<file path="config.mk">
export PLATFORM = sky130hd
export DESIGN_NAME = av1_annexb_length_deframer_unit
export DESIGN_NICKNAME = d
export VERILOG_FILES = /design/src/rtl/aald_pkg.sv /design/src/rtl/aald_front.sv /design/src/rtl/aald_back.sv /design/src/rtl/av1_annexb_length_deframer_unit.sv
export SDC_FILE = /design/constraint.sdc
export NUM_CORES = 1
export LEC_CHECK = 0
export BUFFER_PORTS_ARGS = -buffer_cell sky130_fd_sc_hd__buf_2
export CORE_UTILIZATION = 50
export DETAILED_ROUTE_END_ITERATION = 6
export MAX_ROUTING_LAYER = met4
export PLACE_DENSITY = 0.69
export SYNTH_ARGS = -nofsm -noshare
export SYNTH_HDL_FRONTEND = slang
export SYNTH_SLANG_ARGS = --single-unit
</file>
<file path="constraint.sdc">
create_clock -name clk -period 5.1 [get_ports clk]
set_input_delay 0.255 -clock clk [delete_from_list [all_inputs] [get_ports clk]]
set_output_delay 0.255 -clock clk [all_outputs]
set_load 0.05 [all_outputs]
</file>
<file path="src/rtl/aald_pkg.sv">
// Shared types, codes and helpers for the Annex B length deframer.
// No dependencies; used by aald_front, aald_back and the top level.
package aald_pkg;

	localparam int MAX_SIZE_BYTES = 8;
	localparam int CNT_W          = $clog2(MAX_SIZE_BYTES + 1);
	localparam int SIZE_W         = 32;

	typedef enum logic [1:0] {
		KIND_UNIT,
		KIND_FRAME,
		KIND_OBU,
		KIND_PAYLOAD
	} kind_t;

	typedef enum logic [1:0] {
		ERR_NONE,
		ERR_SIZE,
		ERR_OVERRUN
	} err_t;

	// classified input beat
	typedef struct packed {
		logic [7:0] data;
		logic       more;
		logic [6:0] pay;
		logic       pay_hi;
		logic       pay_nz;
	} cls_t;

	// front to back handoff
	typedef struct packed {
		logic valid;
		cls_t beat;
	} fe_t;

	typedef struct packed {
		kind_t             kind;
		logic [7:0]        data;
		logic              size_done;
		logic [SIZE_W-1:0] size_value;
		logic              obu_begin;
		logic              obu_end;
		logic              frame_end;
		logic              unit_end;
		err_t              err;
	} res_t;

	// place a LEB128 payload group at its bit position; groups past the fifth add nothing
	function automatic logic [SIZE_W-1:0] leb_place(logic [6:0] pay, logic [CNT_W-1:0] idx);
		logic [SIZE_W-1:0] r;
		case (idx)
			CNT_W'(0): r = {25'b0, pay};
			CNT_W'(1): r = {18'b0, pay, 7'b0};
			CNT_W'(2): r = {11'b0, pay, 14'b0};
			CNT_W'(3): r = {4'b0, pay, 21'b0};
			CNT_W'(4): r = {pay[3:0], 28'b0};
			default:   r = '0;
		endcase
		return r;
	endfunction

endpackage

</file>
<file path="src/rtl/aald_front.sv">
// Front end: classifies incoming stream bytes and holds them in a two-entry queue.
// Depends on aald_pkg.
module aald_front import aald_pkg::*; (
	input  logic       clk,
	input  logic       arst_n,
	input  logic       push,
	output logic       full,
	input  logic [7:0] stream_byte,
	output fe_t        fe,
	input  logic       fe_pop
);

	cls_t       q_mem [2];
	logic       wp_q;
	logic       rp_q;
	logic [1:0] cnt_q;
	cls_t       cls;
	logic       wr;
	logic       rd;

	always_comb begin
		cls.data   = stream_byte;
		cls.more   = stream_byte[7];
		cls.pay    = stream_byte[6:0];
		cls.pay_hi = stream_byte[6:4] != 3'b0;
		cls.pay_nz = stream_byte[6:0] != 7'b0;
	end

	assign full     = cnt_q == 2'd2;
	assign wr       = push && !full;
	assign rd       = fe_pop && (cnt_q != 2'd0);
	assign fe.valid = cnt_q != 2'd0;
	assign fe.beat  = q_mem[rp_q];

	always_ff @(posedge clk) begin
		if (wr) begin
			q_mem[wp_q] <= cls;
		end
	end

	always_ff @(posedge clk or negedge arst_n) begin
		if (!arst_n) begin
			wp_q  <= 1'b0;
			rp_q  <= 1'b0;
			cnt_q <= 2'd0;
		end else begin
			if (wr) begin
				wp_q <= ~wp_q;
			end
			if (rd) begin
				rp_q <= ~rp_q;
			end
			cnt_q <= cnt_q + {1'b0, wr} - {1'b0, rd};
		end
	end

endmodule

</file>
<file path="src/rtl/aald_back.sv">
// Back end: nested LEB128 size tracking, byte tagging and a two-entry result queue.
// Depends on aald_pkg.
module aald_back import aald_pkg::*; (
	input  logic clk,
	input  logic arst_n,
	input  fe_t  fe,
	output logic fe_pop,
	output logic empty,
	input  logic pop,
	output res_t head
);

	kind_t             phase_q, phase_d;
	logic [SIZE_W-1:0] accum_q, accum_d;
	logic [CNT_W-1:0]  cnt_q, cnt_d;
	logic [SIZE_W-1:0] unit_q, unit_d;
	logic [SIZE_W-1:0] frame_q, frame_d;
	logic [SIZE_W-1:0] obu_q, obu_d;

	cls_t              b;
	logic [CNT_W-1:0]  idx_inc;
	logic              e_size;
	logic [SIZE_W-1:0] v;
	logic              v_zero;
	logic [SIZE_W-1:0] unit_left;
	logic [SIZE_W-1:0] frame_left;
	res_t              res;

	res_t              oq_mem [2];
	logic              owp_q;
	logic              orp_q;
	logic [1:0]        ocnt_q;
	logic              fire;
	logic              rd;

	assign b       = fe.beat;
	assign idx_inc = cnt_q + CNT_W'(1);
	assign e_size  = (cnt_q >= CNT_W'(MAX_SIZE_BYTES))
		|| (cnt_q == CNT_W'(4) && b.pay_hi)
		|| (cnt_q > CNT_W'(4) && b.pay_nz)
		|| (b.more && idx_inc >= CNT_W'(MAX_SIZE_BYTES));
	assign v          = accum_q | leb_place(b.pay, cnt_q);
	assign v_zero     = v == '0;
	// rem - 1 - v as rem + ~v
	assign unit_left  = unit_q + ~v;
	assign frame_left = frame_q + ~v;

	// result of the current beat
	always_comb begin
		res      = '0;
		res.kind = phase_q;
		res.data = b.data;
		res.err  = ERR_NONE;
		case (phase_q)
			KIND_UNIT: begin
				if (e_size) begin
					res.err = ERR_SIZE;
				end else if (!b.more) begin
					res.size_done  = 1'b1;
					res.size_value = v;
					res.unit_end   = v_zero;
				end
			end
			KIND_FRAME: begin
				if (unit_q == '0) begin
					res.err = ERR_OVERRUN;
				end else if (e_size) begin
					res.err = ERR_SIZE;
				end else if (b.more) begin
					if (unit_q[SIZE_W-1:1] == '0) begin
						res.err = ERR_OVERRUN;
					end
				end else if (v >= unit_q) begin
					res.err = ERR_OVERRUN;
				end else begin
					res.size_done  = 1'b1;
					res.size_value = v;
					res.frame_end  = v_zero;
					res.unit_end   = v_zero && (unit_left == '0);
				end
			end
			KIND_OBU: begin
				if (frame_q == '0) begin
					res.err = ERR_OVERRUN;
				end else if (e_size) begin
					res.err = ERR_SIZE;
				end else if (b.more) begin
					if (frame_q[SIZE_W-1:1] == '0) begin
						res.err = ERR_OVERRUN;
					end
				end else if (v >= frame_q) begin
					res.err = ERR_OVERRUN;
				end else begin
					res.size_done  = 1'b1;
					res.size_value = v;
					res.obu_begin  = 1'b1;
					res.obu_end    = v_zero;
					res.frame_end  = v_zero && (frame_left == '0);
					res.unit_end   = v_zero && (frame_left == '0) && (unit_q == '0);
				end
			end
			KIND_PAYLOAD: begin
				if (obu_q == '0) begin
					res.err = ERR_OVERRUN;
				end else if (obu_q == SIZE_W'(1)) begin
					res.obu_end   = 1'b1;
					res.frame_end = frame_q == '0;
					res.unit_end  = (frame_q == '0) && (unit_q == '0);
				end
			end
			default: begin
				res.err = ERR_NONE;
			end
		endcase
	end

	// next state
	always_comb begin
		phase_d = phase_q;
		accum_d = accum_q;
		cnt_d   = cnt_q;
		unit_d  = unit_q;
		frame_d = frame_q;
		obu_d   = obu_q;
		case (phase_q)
			KIND_UNIT: begin
				if (b.more) begin
					accum_d = v;
					cnt_d   = idx_inc;
				end else begin
					accum_d = '0;
					cnt_d   = '0;
					unit_d  = v;
					phase_d = v_zero ? KIND_UNIT : KIND_FRAME;
				end
			end
			KIND_FRAME: begin
				if (b.more) begin
					accum_d = v;
					cnt_d   = idx_inc;
					unit_d  = unit_q - SIZE_W'(1);
				end else begin
					accum_d = '0;
					cnt_d   = '0;
					unit_d  = unit_left;
					frame_d = v;
					if (!v_zero) begin
						phase_d = KIND_OBU;
					end else begin
						phase_d = (unit_left == '0) ? KIND_UNIT : KIND_FRAME;
					end
				end
			end
			KIND_OBU: begin
				if (b.more) begin
					accum_d = v;
					cnt_d   = idx_inc;
					frame_d = frame_q - SIZE_W'(1);
				end else begin
					accum_d = '0;
					cnt_d   = '0;
					frame_d = frame_left;
					obu_d   = v;
					if (!v_zero) begin
						phase_d = KIND_PAYLOAD;
					end else if (frame_left == '0) begin
						phase_d = (unit_q == '0) ? KIND_UNIT : KIND_FRAME;
					end
				end
			end
			KIND_PAYLOAD: begin
				obu_d = obu_q - SIZE_W'(1);
				if (obu_q == SIZE_W'(1)) begin
					if (frame_q != '0) begin
						phase_d = KIND_OBU;
					end else begin
						phase_d = (unit_q == '0) ? KIND_UNIT : KIND_FRAME;
					end
				end
			end
			default: begin
				phase_d = KIND_UNIT;
			end
		endcase
		// any error resynchronizes on a fresh unit size
		if (res.err != ERR_NONE) begin
			phase_d = KIND_UNIT;
			accum_d = '0;
			cnt_d   = '0;
			unit_d  = '0;
			frame_d = '0;
			obu_d   = '0;
		end
	end

	assign fire   = fe.valid && (ocnt_q != 2'd2);
	assign fe_pop = fire;
	assign rd     = pop && (ocnt_q != 2'd0);
	assign empty  = ocnt_q == 2'd0;
	assign head   = oq_mem[orp_q];

	always_ff @(posedge clk) begin
		if (fire) begin
			oq_mem[owp_q] <= res;
		end
	end

	always_ff @(posedge clk or negedge arst_n) begin
		if (!arst_n) begin
			phase_q <= KIND_UNIT;
			accum_q <= '0;
			cnt_q   <= '0;
			unit_q  <= '0;
			frame_q <= '0;
			obu_q   <= '0;
			owp_q   <= 1'b0;
			orp_q   <= 1'b0;
			ocnt_q  <= 2'd0;
		end else begin
			if (fire) begin
				phase_q <= phase_d;
				accum_q <= accum_d;
				cnt_q   <= cnt_d;
				unit_q  <= unit_d;
				frame_q <= frame_d;
				obu_q   <= obu_d;
				owp_q   <= ~owp_q;
			end
			if (rd) begin
				orp_q <= ~orp_q;
			end
			ocnt_q <= ocnt_q + {1'b0, fire} - {1'b0, rd};
		end
	end

endmodule

</file>
<file path="src/rtl/av1_annexb_length_deframer_unit.sv">
// Annex B length deframer top level: classifier front end, size tracking back end.
// Depends on aald_pkg, aald_front and aald_back.
//
// Takes an AV1 Annex B stream one byte per push and returns one tagged beat per
// byte: its role (unit size, frame size, obu size or obu payload), completed
// LEB128 sizes, and obu begin/end, frame end and unit end marks. Size fields
// longer than eight bytes or wider than 32 bits give error 1; an inner size
// that overruns its parent gives error 2, after which the next byte starts a
// new temporal unit size. Throughput is one byte per clock while neither queue
// is full; each byte's result passes through the front queue and then the result
// queue before it can be popped. Both sides are two-entry queues.
module av1_annexb_length_deframer_unit import aald_pkg::*; (
	input  logic              clk,
	input  logic              arst_n,
	input  logic              push,
	output logic              full,
	input  logic [7:0]        stream_byte,
	output logic              empty,
	input  logic              pop,
	output logic [1:0]        byte_kind,
	output logic [7:0]        passed_byte,
	output logic              size_done,
	output logic [SIZE_W-1:0] size_value,
	output logic              obu_begin,
	output logic              obu_end,
	output logic              frame_end,
	output logic              unit_end,
	output logic [1:0]        error_code
);

	fe_t  fe;
	logic fe_pop;
	res_t head;

	aald_front u_front (
		.clk         (clk),
		.arst_n      (arst_n),
		.push        (push),
		.full        (full),
		.stream_byte (stream_byte),
		.fe          (fe),
		.fe_pop      (fe_pop)
	);

	aald_back u_back (
		.clk    (clk),
		.arst_n (arst_n),
		.fe     (fe),
		.fe_pop (fe_pop),
		.empty  (empty),
		.pop    (pop),
		.head   (head)
	);

	assign byte_kind   = head.kind;
	assign passed_byte = head.data;
	assign size_done   = head.size_done;
	assign size_value  = head.size_value;
	assign obu_begin   = head.obu_begin;
	assign obu_end     = head.obu_end;
	assign frame_end   = head.frame_end;
	assign unit_end    = head.unit_end;
	assign error_code  = head.err;

endmodule

</file>
# After elaboration in Yosys (flattened, before gate mapping)
# Memory sizes are Yosys's and may differ from the RTL's.
# Cells that the tools add are included.
dict set report word_totals {
  n_memories 2
  wordCells 160
  output_inout_bits 51
  ramBits 134
  inputBits 12
  register_bits 142
}
dict set report classes {
  n_eq_ne 15
  reduce_logical 42
  mux 68
  add_sub_neg 10
  bitwise_logic 6
  n_lt_le_gt_ge 5
}
# name words width read_ports rd_ports_with_merged_regs write_ports line_no
set mem_list {}
lappend mem_list {u_back.oq_mem 2 49 1 0 1 aald_back.sv:29} ;# res_t oq_mem [2];
lappend mem_list {u_front.q_mem 2 18 1 0 1 aald_front.sv:13} ;# cls_t q_mem [2];
# cell count
set op_table {}
lappend op_table {{$mux W32} 9}
lappend op_table {{$mux W33} 6}
lappend op_table {{$logic_not A32 Y1} 6}
lappend op_table {{$pmux W32 S2} 3}
lappend op_table {{$pmux W32 S5} 1}
lappend op_table {{$mux W37} 4}
lappend op_table {{$pmux W33 S3} 1}
lappend op_table {{$sub A32 B1 Y32 const B} 3}
lappend op_table {{$add A32 B32 Y32} 2}
lappend op_table {{$ge A32 B32 Y1} 2}
lappend op_table {{$logic_not A31 Y1} 2}
lappend op_table {{$mux W2} 24}
lappend op_table {{$eq A32 B1 Y1 const B} 1}
lappend op_table {{$not A32 Y32} 1}
lappend op_table {{$or A32 B32 Y32} 1}
lappend op_table {{$reduce_bool A32 Y1} 1}
lappend op_table {{$mux W4} 3}
lappend op_table {{$pmux W3 S4} 1}
lappend op_table {{$reduce_bool A3 Y1} 4}
lappend op_table {{$logic_and A1 B1 Y1} 11}
lappend op_table {{$mux W1} 11}
lappend op_table {{$ne A3 B3 Y1 const B} 3}
lappend op_table {{$reduce_and A3 Y1} 3}
lappend op_table {{$eq A4 B2 Y1 const B} 2}
lappend op_table {{26 further kinds} 41}

# Depth between registers and ports, before layout
# Gate-level depths: netlist of the first run.
dict set report logic_depth {
  ltp_word 16
  depth_mapped 21
}

# By module
# A second synthesis of the first run with hierarchy kept.
dict set report hier_totals {
  hier_cells 2267
  area_unflattened_um2 19497.4
}
# module area_each_um2 cells_per_inst instances seq_area_each_um2
set modules_own_cells {}
lappend modules_own_cells {aald_back 18495.2 2207 1 6396.1}
lappend modules_own_cells {aald_front 1002.2 60 1 700.7}

# Least setup slack after synthesis of the first run
# No wires, ideal clock.
dict set report synth_path {
  kind {flip-flop to flip-flop}
  from {register u_front.rp_q}
  to {register u_back.phase_q[0]}
  synth_period_minus_slack_ps 5292
  arrival_ps 5164
  setup_slack_ps -192
  path_stages_with_launch 19
  setup_time_ps 128
  required_ps 4972
  path_cell_list {dfrtp_1 -> clkbuf_1 -> mux2i_1 -> inv_1 -> a21oi_1 -> inv_1 -> ha_1 -> clkbuf_1 -> a21o_1 -> a311oi_1 -> o31ai_1 -> nor2_1 -> o31ai_1 -> mux2_2 -> or4_1 -> a2111oi_0 -> or3b_1 -> a41o_1 -> mux2_1}
}
dict set report synth_via {
  elab_chain_len 12
}
# item line_no
set synth_lines {}
lappend synth_lines {{start, declared} aald_front.sv:15} ;# logic rp_q;
lappend synth_lines {{start signal, assigned} aald_front.sv:51} ;# rp_q <= ~rp_q;
lappend synth_lines {{$mem_v2 Z2 W18 *} --}
lappend synth_lines {{$pmux W32 S5} aald_pkg.sv:52} ;# case (idx)
lappend synth_lines {{$or A32 B32 Y32} aald_back.sv:42} ;# assign v = accum_q | leb_place(b.pay, cnt_q);
lappend synth_lines {{$ge A32 B32 Y1, on equally long branches} {aald_back.sv:91, aald_back.sv:73}}
lappend synth_lines {{$mux W2, on equally long branches} {aald_back.sv:91, aald_back.sv:73}}
lappend synth_lines {{$mux W2, on equally long branches} {aald_back.sv:87, aald_back.sv:69}}
lappend synth_lines {{$mux W2, on equally long branches} {aald_back.sv:85, aald_back.sv:67}}
lappend synth_lines {{$mux W2, on equally long branches} {aald_back.sv:83, aald_back.sv:65}}
lappend synth_lines {{$pmux W3 S4} aald_back.sv:54} ;# case (phase_q)
lappend synth_lines {{$reduce_bool A2 Y1} aald_back.sv:186} ;# if (res.err != ERR_NONE) begin
lappend synth_lines {{$ne A4 B4 Y1 (no source line), or another cell as far along} --}
lappend synth_lines {{$reduce_and A6 Y1 (no source line)} --}
lappend synth_lines {{end signal, assigned} aald_back.sv:221} ;# phase_q <= phase_d;
lappend synth_lines {{end, declared} aald_back.sv:13} ;# kind_t phase_q, phase_d;
# Mark *: on every way between the ends. The rest lies on a longest branch, timed or not. The select of a mux whose other input is x is not followed.
# A chain may end at the register's enable or synchronous reset.

# Final worst setup path of the first run
# Same ends and word-level chain as after synthesis.

==> key figures, run 1 <==
Layout
  • Final #Nets: about 2.7k
  • Share of cells above drive strength 1: around a quarter
  • Number of antenna diodes: 0
  • Finished Cell Area: 24,200 sq um
  • Final core occ: 63.8%
  • Area growth from synthesis to layout: 24.8%

Floorplan
  • Core Box Area: about 38,000 sq um
  • Effective utilization at floorplan: 51.2%
  • Die area: 39,500 sq um
  • Die H: 199 microns
  • # rows: ~70
  • I/O Pins: 63
  • Die span in x: 199 microns

Clock network
  • Clock tree buffer depth: 3
  • Clk slew on worst S/H paths: 70 ps
  • CTS root buffer: clkbuf_16
  • H-tree depth: 1
  • Clock Latency Late Sink: 590 ps
  • Sink Count: 260
  • CTS tree: yes
  • TritonCTS Buffers: 30

Setup path
  • Critical Path End Type: flip-flop
  • Critical Path Start Type: flip-flop
  • Critical Path AT: 5450 ps
  • Maximum fanout along the worst path: 7
  • Setup CP Type: flip-flop to flip-flop
  • R2R Setup Slk: 110 ps
  • Reg2Reg Depth: 16
  • Worst path required time: 5560 ps

Synth
  • Avg Inst Size Synth: 8.72 sq um
  • Synth async-reset ratio: 54.6%
  • Sequential fraction of the synthesis area: about 37%
  • EDFF count, synth: 118
  • Top cell type's share of synthesized area: a little under a fifth
  • Largest family of logic cells by synthesized area: compound AO/OA/AOI/OAI gates
  • Synthesized Nets: 2,381
  • Largest area contributor in the netlist: dfrtp_1
  • Xor/xnor share of the synthesized area: between 4 and 5%
  • Post-synthesis mux area share: 4.02%
  • Syn. warnings: 0
  • Synth Area in Compound Gates: 22.4%
  • Ys flop type: dfrtp_1
  • Synth Register Bits: 260
  • Fraction of the mapped netlist area in adder cells: 9.64%
  • Largest cells by area after synthesis: dfrtp_1 18%, edfxtp_1 18%, ha_1 9.4%, a21oi_1 4.7%, nand2_1 4.0%
  • Post-Syn Area: 19,400 sq um
  • Cells after Synth: 2,221
  • Simple-gate area share of the yosys netlist: approximately 17%
  • Cell variety after synth: 81

Timing
  • Number of failing hold endpoints at the final stage: 0
  • Final Cycle Share: a little over nine tenths
  • Rel. slew slack: about 36%
  • Setup WS post-layout: approximately 110 ps
  • RSZ-0062 raised after global routing: true
  • Worst-Margin Slew: 961 ps
  • # setup viols final: 0
  • Clock Skew: approximately 20 ps
  • Final worst path period need: 4990 ps
  • Final slew viol count: 0
  • Highest Clock Rate: around 200 MHz

GRT
  • Initial antenna violation count: 0
  • Vias in the first global route: around 18k
  • Overall global routing resource usage: 38.0%
  • Total gr overflow: 0
  • Pin count of the biggest net entering global routing: 143
  • First-pass GRT wire length: around 110,000 microns

Placement
  • Final HPWL DP: roughly 55,000 microns
  • Setup WS pre-CTS: -328 ps
  • Post-DP Area: 22,400 sq um
  • Global placement routability congestion: 1.06
  • Port buffer count: 62

Outcome
  • Run status: finished with violations
  • Violated checks: design-rule violations

Drt
  • DR pass1 iterations: 7
  • WL final: 73,100 microns
  • Post-DRT Antenna Nets: 0
  • Vias post-DR: 19.0k
  • # DRC: 6
  • Drt wl/cell: 23.9 microns
  • Initial detailed-routing violation count: 1,964
  • Detail-routed via count per cell: ~6.2

Job
  • Max-Cap Viols: 0

Hold path
  • WHS Path Cells: 3
  • Worst hold path class: input pin to flip-flop
## cell usage in the layout, fill, tap and decap left out, types with 69 or more instances in the layout
cell	instances
dfrtp_1	140
nand2_1	206
inv_1	129
edfxtp_1	118
buf_4	315
a21oi_1	157
nor2_1	192
o31ai_1	69
xnor2_1	85
o21ai_0	137
ha_1	126
## synthesized netlist by cell type (28+ instances only)
cell      count
nor2_1      201
nand4_1      38
nor3_1       53
nand2_1     206
ha_1        146
mux2_2       58
dfrtp_1     142
o21ai_0     145
a21o_1       45
edfxtp_1    118
clkbuf_1    105
o211ai_1     37
a21oi_1     180
nand3_1      49
o31ai_1      74
xnor2_1      85
nor4_1       28
inv_1       135
## registers in the layout, indices dropped and copies added (netlist names), 4 cells and up
signal	count
u_back.accum_q	32
u_back.cnt_q	4
u_back.frame_q	32
u_back.obu_q	32
u_back.oq_mem	98
u_back.unit_q	32
u_front.q_mem	20
## timing repair
item	CTS	global route
setup endpoints to repair	126	136
gates cloned	0	1
hold endpoints to repair	159	0
pin swaps	1	22
buffers inserted	0	10
hold buffers	10	0
resized for setup	25	101
## routing by layer
layer | global-route usage, % | wire, microns | vias up
met5 | - | 0 | -
met4 | 13.2 | 2890 | 0
met3 | 6.32 | 6480 | 170
met2 | 56.4 | 32100 | 933
met1 | 52.3 | 31600 | 9214
li1 | - | - | 8709
## worst max-delay path, cell delays in order, from the launching register on
cell       delay [ps]
dfrtp_2           470
buf_4             180
mux2_4            350
a21oi_2           260
inv_1             190
ha_1              350
a21oi_1           270
a21boi_0          210
buf_4             170
o221a_2           190
nand2_1            70
a221o_1           350
or3b_4            400
a2111oi_4         350
or3b_4            450
a41o_1            290
mux2_1            320
## metrics by stage
stage | std cells | hold WS [ps] | TNS (ps)
floorplan | 2221 | -40.6 | 0
global placement | 2977 | 447 | -2360
detailed placement | 2977 | 455 | -7120
CTS | 3043 | 77.7 | -18.1
global route | 3054 | 103 | -170
finish | 3054 | 98.1 | 0
## worst paths after layout
kind,startpoint,endpoint
min,pop,u_back.orp_q
min in group asynchronous,arst_n,u_back.frame_q[6]
max reg2reg,u_front.rp_q,u_back.phase_q[0]
max in group asynchronous,arst_n,u_back.frame_q[22]
max,u_front.rp_q,u_back.phase_q[0]
min reg2reg,u_front.wp_q,u_front.wp_q
## final cells by class
type,instances,area (sq um)
clock buffers,33,783
clock inverters,23,263
fillers,3275,13700
inverters,136,510
multi-input cells,1691,11800
flip-flops and latches,260,7100
well taps,511,639
repair buffers,400,3040
## cell families (layout without fill, tap and decap cells)
logic type / after synthesis / in the layout
flip-flops: 260 / 260
multiplexers: 69 / 69
AO/OA/AOI/OAI: 670 / 670
adder cells (fa/ha/maj): 148 / 148
AND/OR/NAND/NOR: 696 / 697
buffers and inverters: 271 / 592
XOR/XNOR: 107 / 107
Power of run 1 is left out: the tool's default activity adds up to more than one toggle a clock period on the data nets, which glitch-free logic cannot reach.
==> run 2: changes to the inputs <==
- CORE_ASPECT_RATIO: unset -> 0.9
- GPL_TIMING_DRIVEN: unset -> 0
==> run 2 against run 1 <==
Against the previous run:
- the run ends with design-rule violations, negative setup slack left
- core utilization fell by 0.28 points
- fmax is 6.5% lower
- clock skew up 18 ps
- via count is 3.5% higher
- routed wire length increased by 9.0%
- die area about the same
- clock-buffer cell count is 1 lower
- design area shrank 0.76%
- cell count down 3.5%
- hold slack better by 110 ps
- global-route usage rose by 1.8 points
- largest cell class unchanged
==> key figures, run 2 (synthesis results as in run 1) <==
Floorplan
  • Core Box Area: 37,700 sq um (was 37,800 sq um)
  • Die span in x: 209 microns (was 199 microns)
  • I/O Pins: 63 (unchanged)
  • Die area: 39,500 sq um (about the same)
  • Effective utilization at floorplan: 51.3% (was 51.2%)
  • Die H: 189 microns (was 199 microns)
  • # rows: 67 (was 71)

Clock network
  • H-tree depth: 1 (unchanged)
  • Clk slew on worst S/H paths: 80 ps (was 70 ps)
  • CTS root buffer: clkbuf_16 (unchanged)
  • Sink Count: 260 (unchanged)
  • CTS tree: yes (unchanged)
  • Clock Latency Late Sink: 590 ps (about the same)
  • TritonCTS Buffers: 28 (was 30)
  • Clock tree buffer depth: 3 (unchanged)

Drt
  • Detail-routed via count per cell: 6.68 (was 6.23)
  • Post-DRT Antenna Nets: 0 (unchanged)
  • Initial detailed-routing violation count: 2,464 (was 1,964)
  • WL final: 79,700 microns (was 73,100 microns)
  • # DRC: 5 (was 6)
  • Drt wl/cell: 27.0 microns (was 23.9 microns)
  • DR pass1 iterations: 7 (unchanged)
  • Vias post-DR: 19.7k (was 19.0k)

Layout
  • Final core occ: 63.5% (was 63.8%)
  • Most frequent cells in the layout: 205 x nand2_1, 183 x nor2_1, 147 x a21oi_1 (was 315 x buf_4, 206 x nand2_1, 192 x nor2_1)
  • Reg with most FFs: u_back.oq_mem (unchanged)
  • Commonest non-fill, non-tap cell in the layout: nand2_1 (was buf_4)
  • Final #Nets: 2,596 (was 2,679)
  • Layout Cells excl Fill: 2,947 (was 3,054)
  • Share of cells above drive strength 1: 22.4% (was 24.7%)
  • Area growth from synthesis to layout: 23.8% (was 24.8%)
  • # fillers: 3,117 (was 3,275)
  • Number of flip-flops in the largest register: 98 (unchanged)
  • Finished Cell Area: 24,000 sq um (was 24,200 sq um)

Timing
  • Number of failing hold endpoints at the final stage: 0 (unchanged)
  • Final worst path period need: 5340 ps (was 4990 ps)
  • Setup WS post-layout: -237 ps (was 109 ps)
  • Rel. slew slack: 16.3% (was 35.9%)
  • # setup viols final: 12 (was 0)
  • Hold Slack: 207 ps (was 98.1 ps)
  • Highest Clock Rate: 187 MHz (was 200 MHz)
  • Clock Skew: 37.9 ps (was 20.1 ps)
  • Final slew viol count: 0 (unchanged)
  • Worst-Margin Slew: 1260 ps (was 961 ps)
  • RSZ-0062 raised after global routing: true (unchanged)
  • Final Cycle Share: 105% (was 97.9%)

GRT
  • Pin count of the biggest net entering global routing: 92 (was 143)
  • Vias in the first global route: 18.2k (was 17.7k)
  • First-pass GRT wire length: 114,000 microns (was 109,000 microns)
  • Initial antenna violation count: 6 (was 0)
  • Overall global routing resource usage: 39.8% (was 38.0%)
  • Total gr overflow: 0 (unchanged)

Outcome
  • Run status: finished with violations (unchanged)
  • Violated checks: design-rule violations, negative setup slack (was design-rule violations)

Placement
  • Global placement routability congestion: 1.01 (was 1.06)
  • Placed cells: 2,774 (was 2,977)
  • Port buffer count: 62 (unchanged)
  • Post-DP Area: 20,500 sq um (was 22,400 sq um)
  • Final HPWL DP: 52,300 microns (was 54,800 microns)

Setup path
  • Critical Path AT: 5790 ps (was 5450 ps)
  • Maximum fanout along the worst path: 6 (was 7)
  • Worst path required time: 5550 ps (was 5560 ps)
  • Critical Path Start Type: flip-flop (unchanged)
  • Setup CP Type: flip-flop to flip-flop (unchanged)
  • Critical Path End Type: flip-flop (unchanged)

Job
  • Max-Cap Viols: 0 (unchanged)

Hold path
  • Worst hold path class: input pin to asynchronous set/reset pin (was input pin to flip-flop)
## run 2: layer usage
| metal | up-vias | global-route usage, % | routed length [microns] |
|---|---|---|---|
| met2 | 1361 | 54.2 | 32400 |
| met4 | 0 | 21.3 | 4890 |
| met1 | 9545 | 51.9 | 31400 |
| met3 | 272 | 13.4 | 10900 |
| met5 | - | - | 0 |
| li1 | 8511 | - | - |
## run 2: repair_timing
action                                 4_1_cts  5_1_grt
cloned                                       0        2
setup buffers                               92       43
endpoints found under the hold margin       68        0
pin swaps                                   56       53
resized for setup                          214      125
hold buffers                                10        0
setup endpoints to repair                  210      197
## run 2: metrics by stage
stage               setup TNS (ps)  setup slack (ps)
floorplan                        0              11.1
global placement           -412750             -2710
detailed placement         -368540             -2440
CTS                          -26.9             -14.7
global route                 -1980              -287
finish                       -1140              -237
## run 2: area by class of cell
cell class	count	area [sq um]	area share, %
multi-input combinational	1690	12500	52.0
sequential	260	7100	29.6
timing repair buffer	217	1720	7.17
clock buffer	32	726	3.03
tap	483	604	2.52
inverter	136	571	2.38
buffer	103	547	2.28
clock inverter	19	235	0.981
antenna	7	17.5	0.0731
## run 2: worst max-delay path, cell delays in order (launching register included)
cell and delay (ps):
dfrtp_1 420, clkbuf_16 180, mux2_4 370, a21oi_4 330
clkinvlp_4 290, ha_4 290, a21o_1 200, buf_4 140
a31oi_2 200, o41ai_1 110, a31o_2 250, or3_1 370
a22o_1 250, or4_4 450, a2111oi_4 330, or3b_4 460
a41o_1 260, mux2_1 320
## run 2: final timing paths
kind / from / end / slack, ps / cells after the start
setup / recovery: u_front.rp_q / u_back.phase_q[0] / -240 / 17
max in group asynchronous: arst_n / u_back.obu_q[11] / 3950 / 3
min in group clk: pop / u_back.orp_q / 210 / 3
hold / removal: arst_n / u_back.frame_q[14] / 210 / 2
setup reg to reg: u_front.rp_q / u_back.phase_q[0] / -240 / 17
hold reg to reg: u_back.obu_q[12] / u_back.obu_q[12] / 500 / 1
Power of run 2 is left out for the same reason.
